<file path="config.mk">
export PLATFORM = sky130hd
export DESIGN_NAME = rif_front
export DESIGN_NICKNAME = d
export VERILOG_FILES = /design/src/hw/rtl/rif_pkg.sv /design/src/hw/rtl/rif_front.sv
export SDC_FILE = /design/constraint.sdc
export NUM_CORES = 1
export LEC_CHECK = 0
export ABC_AREA = 1
export BUFFER_PORTS_ARGS = -buffer_cell sky130_fd_sc_hd__buf_2
export CORE_MARGIN = 1
export CORE_UTILIZATION = 52
export CTS_CLUSTER_SIZE = 8
export DETAILED_ROUTE_END_ITERATION = 10
export PLACE_DENSITY = 0.76
export SYNTH_ARGS = -nofsm -noshare
export SYNTH_HDL_FRONTEND = slang
export SYNTH_SLANG_ARGS = --single-unit
</file>
<file path="constraint.sdc">
create_clock -name clk -period 3.2 [get_ports clk]
set_clock_uncertainty 0.2 [all_clocks]
set_input_delay 0 -clock clk [delete_from_list [all_inputs] [get_ports clk]]
set_output_delay 0 -clock clk [all_outputs]
set_load 0.005 [all_outputs]
</file>
<file path="src/hw/rtl/rif_pkg.sv">
// Shared types and constants of the recursive IIR filter.
package rif_pkg;

  localparam int DATA_W      = 32;
  localparam int COEF_W      = 18;
  localparam int FRAC_W      = 16;
  localparam int CFG_IDX_W   = 3;
  localparam int NUM_B_REGS  = 3;
  localparam int NUM_A_REGS  = 2;
  localparam int QUEUE_DEPTH = 2;

  localparam logic signed [COEF_W-1:0] COEF_ONE   = 18'sd65536;
  localparam logic signed [DATA_W-1:0] DATA_MAX   = 32'sh7FFF_FFFF;
  localparam logic signed [DATA_W-1:0] DATA_MIN   = 32'sh8000_0000;
  localparam logic [FRAC_W-1:0]        ROUND_HALF = 16'h8000;

  typedef enum logic {
    KIND_FEED = 1'b0,
    KIND_STEP = 1'b1
  } kind_t;

  typedef enum logic [CFG_IDX_W-1:0] {
    REG_COEF_B0     = 3'd0,
    REG_COEF_B1     = 3'd1,
    REG_COEF_B2     = 3'd2,
    REG_COEF_A1     = 3'd3,
    REG_COEF_A2     = 3'd4,
    REG_INIT_INPUT  = 3'd5,
    REG_INIT_OUTPUT = 3'd6
  } reg_idx_t;

  typedef struct packed {
    logic                     is_step;
    logic signed [DATA_W-1:0] sample;
  } item_t;

endpackage

</file>
<file path="src/hw/rtl/rif_front.sv">
// Front end: accepts input transactions, classifies them and queues them for the back end.
module rif_front import rif_pkg::*; (
  input  logic              clk,
  input  logic              rst_n,
  input  logic              in_tvalid,
  output logic              in_tready,
  input  logic [DATA_W-1:0] in_tdata,  // [31:0] sample
  input  logic              in_tuser,  // [0] kind
  output logic              q_valid,
  output item_t             q_item,
  input  logic              q_ready
);

  localparam int PTR_W = (QUEUE_DEPTH > 1) ? $clog2(QUEUE_DEPTH) : 1;
  localparam int CNT_W = $clog2(QUEUE_DEPTH + 1);

  item_t            slot_r [QUEUE_DEPTH];
  logic [PTR_W-1:0] wr_ptr_r, wr_ptr_nxt;
  logic [PTR_W-1:0] rd_ptr_r, rd_ptr_nxt;
  logic [CNT_W-1:0] count_r, count_nxt;
  logic             push, pop;
  item_t            new_item;

  assign in_tready = (count_r != CNT_W'(QUEUE_DEPTH));
  assign push      = in_tvalid && in_tready;
  assign q_valid   = (count_r != '0);
  assign pop       = q_valid && q_ready;
  assign q_item    = slot_r[rd_ptr_r];

  always_comb begin
    new_item.is_step = (in_tuser == KIND_STEP);
    new_item.sample  = in_tdata;
  end

  always_comb begin
    wr_ptr_nxt = wr_ptr_r;
    rd_ptr_nxt = rd_ptr_r;
    count_nxt  = count_r;
    if (push) begin
      wr_ptr_nxt = (wr_ptr_r == PTR_W'(QUEUE_DEPTH - 1)) ? '0 : wr_ptr_r + 1'b1;
    end
    if (pop) begin
      rd_ptr_nxt = (rd_ptr_r == PTR_W'(QUEUE_DEPTH - 1)) ? '0 : rd_ptr_r + 1'b1;
    end
    if (push && !pop) begin
      count_nxt = count_r + 1'b1;
    end else if (pop && !push) begin
      count_nxt = count_r - 1'b1;
    end
  end

  always_ff @(posedge clk) begin
    if (!rst_n) begin
      wr_ptr_r <= '0;
      rd_ptr_r <= '0;
      count_r  <= '0;
    end else begin
      wr_ptr_r <= wr_ptr_nxt;
      rd_ptr_r <= rd_ptr_nxt;
      count_r  <= count_nxt;
    end
  end

  always_ff @(posedge clk) begin
    if (push) begin
      slot_r[wr_ptr_r] <= new_item;
    end
  end

endmodule

</file>
* After elaboration in Yosys (flattened, before gate mapping)
Memory sizes are Yosys's and may differ from the RTL's. A register that Yosys moved wholly into a read port is not among the register bits. Cells that the tools add are included.
Cells by class: reduce and logical (&&, ||, !) cells 8, eq/ne operators 1, muxes and demuxes 8, $add $sub $neg 4
Operator list (count):
- two-way mux 1 bit | 6
- logical AND 1 bit | 4
- two-way mux 2 bit | 2
- nonzero test 2 bit | 2
- adder 1 bit, second input constant | 2
- adder 2 x 1 -> 2 bit, second input constant | 1
- zero test 1 bit | 2
- inequality test 2 bit, second input constant | 1
- subtractor 2 x 1 -> 2 bit, second input constant | 1
Storage, ports and cells: output and inout bits 35, memory bits (writable) 66, bits in registers 4, input bits 37, memories kept 1
Memories:
- slot_r | depth 2, width 33, rd ports 1, clocked after memory_dff 1, write ports 1, RTL line rif_front.sv:17 | item_t slot_r [QUEUE_DEPTH];

* Logic depth before layout (Yosys ltp)
depth in word-level cells 6, mapped depth 11, mapped depth without buffers 11

* Worst setup path before layout
No wires, ideal clock.
kind reg2reg, start register count_r[0], end memory slot_r[0][0] (netlist bit), enable pin, required time 2.577 ns, stages on the path, launching flop included 5, period minus slack after synthesis 2.609 ns, path buffers 0, path slack 0.591 ns, setup time 0.423 ns, data arrival time 1.986 ns, cells stage by stage dfxtp_1 > inv_1 > nand2_1 > nand2_1 > nor2_1
On the way: cells in the longest elaborated chain, start to end 4
Ends and longest elaborated chain:
- from (decl) | RTL line rif_front.sv:20 | logic [CNT_W-1:0] count_r, count_nxt;
- from (signal assigned) | RTL line rif_front.sv:60 | count_r <= count_nxt;
- inequality test 2 bit | RTL line rif_front.sv:24 | assign in_tready = (count_r != CNT_W'(QUEUE_DEPTH));
- net in_tready | RTL line rif_front.sv:6 | output logic in_tready,
- logical AND 1 bit | RTL line rif_front.sv:25 | assign push = in_tvalid && in_tready;
- two-way mux 1 bit | RTL line rif_front.sv:65 | if (push) begin
- two-way mux 1 bit (not written as such) | RTL line rif_front.sv:66 | slot_r[wr_ptr_r] <= new_item;
- to (decl) | RTL line rif_front.sv:17
The timed path passes the listed nets, and every way through them passes these cells.

==> metrics.yaml <==
detailed_routing:
  route.detailed.drc: 0
  antenna_left: 0
  drtPass1Iterations: 4
  avgViaCountPerCell: 4.73
  wirelength_um: 4770
  vias: 1560
  wl_per_cell_um: 14.5
  drtIter0Drc: 96
clock_network:
  htree_num_levels: 3
  cts_resized: 0
  path_clk_slew_ps: 70
  cts.root.buffer_cell: "clkbuf_8"
  cts_made_buffers: 9
  cts_buffer_depth: 2
  cts.sink_count: 71
  cts_tree: "yes"
  clkLatencyLatePin_ps: 330
floorplan:
  fp.dieH_um: 75.1
  ios: 72
  start_util_pct: 54.0
  die_w_um: 75.1
  rows: 26
  coreArea_mm2: 0.00514
  die-area_mm2: 0.00564
logic_synthesis:
  synth_top_family_by_area: "multiplexers"
  yosysSeqAreaShare_pct: 75.0
  synth.distinct_cells: 15
  synth_mux_area_share_pct: 17.4
  synthXorXnorAreaFrac_pct: 0
  synth_area_per_cell_um2: 19.8
  syn_nets: 178
  yosysWarnings: 0
  synth-compound-area-share_pct: 0.811
  netlist_instances: 140
  synthAdderAreaFrac_pct: 0.450
  yosys.area_share.simple_pct: 2.70
  syn_area_mm2: 0.00278
  synth_seq_cells: 71
place:
  place.gp.congestion: 0.773
  numPortBuffers: 71
  placed_cell_area_mm2: 0.00317
  dp_hpwl_um: 2930
worst_setup_path:
  startpoint_type: "flop"
  arrival_ps: 1960
  r2r-end: "slot_r[0][17]"
  reg2regPathDepth: 4
  timing.rr.start: "count_r[0]"
  cp-end-kind: "output port"
  crit_fanout: 25
  rrSetupSlack_ps: 1170
  crit_type: "flop to output port"
  required_ps: 3000
min_path:
  hp-class: "primary input to flop"
  min_from: "in_tdata[17]"
  holdPathEnd: "slot_r[1][17]"
  hold_path_depth: 2
sta:
  slew_violations: 0
  fmax_ghz: 0.462
  slew_headroom_pct: 36.3
  fin_crit_ps: 2160
  worstMarginPinSlew_ps: 953
  final.setup.tns_ps: 0
  rsz0062_at_grt: "false"
  finalSetupViolations: 0
  finalHoldViolCount: 0
  period_share_pct: 67.6
grt:
  overflow: 0
  grt_util_all_layers_pct: 18.5
  antenna_found_initial: 0
  grt_pass1_wl_um: 7200
  grt_pass1_vias: 1592
  grt_max_degree: 34
finish:
  final_common_cell: "buf_2"
  n_antenna_cell: 0
  mostFrequentLayoutCells: "buf_2 (71), edfxtp_1 (66), dlygate4sd3_1 (36), mux2_4 (30), clkbuf_8 (10)"
  drive_above_1_share_pct: 47.7
  nets: 293
  syn_to_final_growth_pct: 34.3
  fill_cells: 348
  stdcell_area_mm2: 0.00373
pwr:
  cellLeakagePower_nw: 1.51
  p_per_area_mw_per_mm2: 690
  ir_worst_vdd_v: 0.000528
run:
  drv_cap: 0
status:
  status: "completed"
-- kinds of logic after synthesis --
group / after synthesis
mux: 33
flops: 71
compound gates: 4
buf+inv: 12
fa+ha+maj: 1
simple gates: 19
-- report_power, final --
group,internal (mW),switching [mW],leakage (nW),total (mW)
registers,1.18,0.0874,0.657,1.27
clock network,0.377,0.317,0.0981,0.694
logic,0.355,0.261,0.751,0.616
total,1.91,0.665,1.51,2.57
-- layer usage --
metal | GRT usage [%] | part of all wire [%]
met5 | 0 | 0
met4 | 10.9 | 2.5
met3 | 4.69 | 3.9
met2 | 31.7 | 52
met1 | 21.0 | 42
-- cell type report --
cell class                 count  area, um^2  area share, %
timing repair buffer         108         723           19.4
tap                           70        87.6           2.35
clock inverter                 6        60.1           1.61
sequential                    71        2080           55.8
clock buffer                  10         138           3.69
multi-input combinational     57         609           16.3
inverter                       8        30.0          0.805
-- stage by stage --
stage               hold slack [ps]  cells  utilization [%]  power, mW  worst slack [ps]
global placement              -11.2    278             61.7       1.85              1220
detailed placement            -8.73    278             61.7       1.88              1140
floorplan                      -101    140                -       1.69               591
finish                          182    330             72.6       2.57              1040
global route                    181    330             72.6       2.71               954
CTS                             175    330             72.6       2.59              1010
-- worst max path at each step --
stage                     startpoint            end  slack, ps  cells past startpoint
after CTS                       flop     q_item[23]       1010                      3
after global routing            flop     q_item[28]        950                      3
after detailed placement  count_r[0]  slot_r[1][18]       1140                      4
after global placement    count_r[0]  slot_r[1][18]       1220                      4
after floorplan           count_r[0]   slot_r[0][0]        590                      4
final                           flop     q_item[23]       1040                      3
-- sequential cells by signal (all words and copies together), names as in the netlist, named ones only --
register	count
count_r	2
rd_ptr_r	1
wr_ptr_r	1
slot_r	66
-- synth_stat cells --
cell type   n  area (um^2)
mux2_2      3         33.8
mux2_4     30          450
edfxtp_1   66         1980
buf_12      3         60.1
a21oi_1     1         5.00
nand3_1     1         5.00
inv_1       8         30.0
dfxtp_1     5          100
nand2_1     9         33.8
o21ai_0     2         10.0
ha_1        1         12.5
nor2_1      8         30.0
buf_6       1         11.3
nand4_1     1         6.26
o21a_1      1         7.51
-- what timing repair did --
item                                   4_1_cts  5_1_grt
setup buffers                                0        0
hold buffers                                36        0
endpoints found under the hold margin       71        0
-- worst max-delay path, stage by stage (launching register included) --
cell     delay (ps)
dfxtp_2         850
buf_4           340
mux2_4          310
buf_2           130
Power figures use the tool's default switching activity.
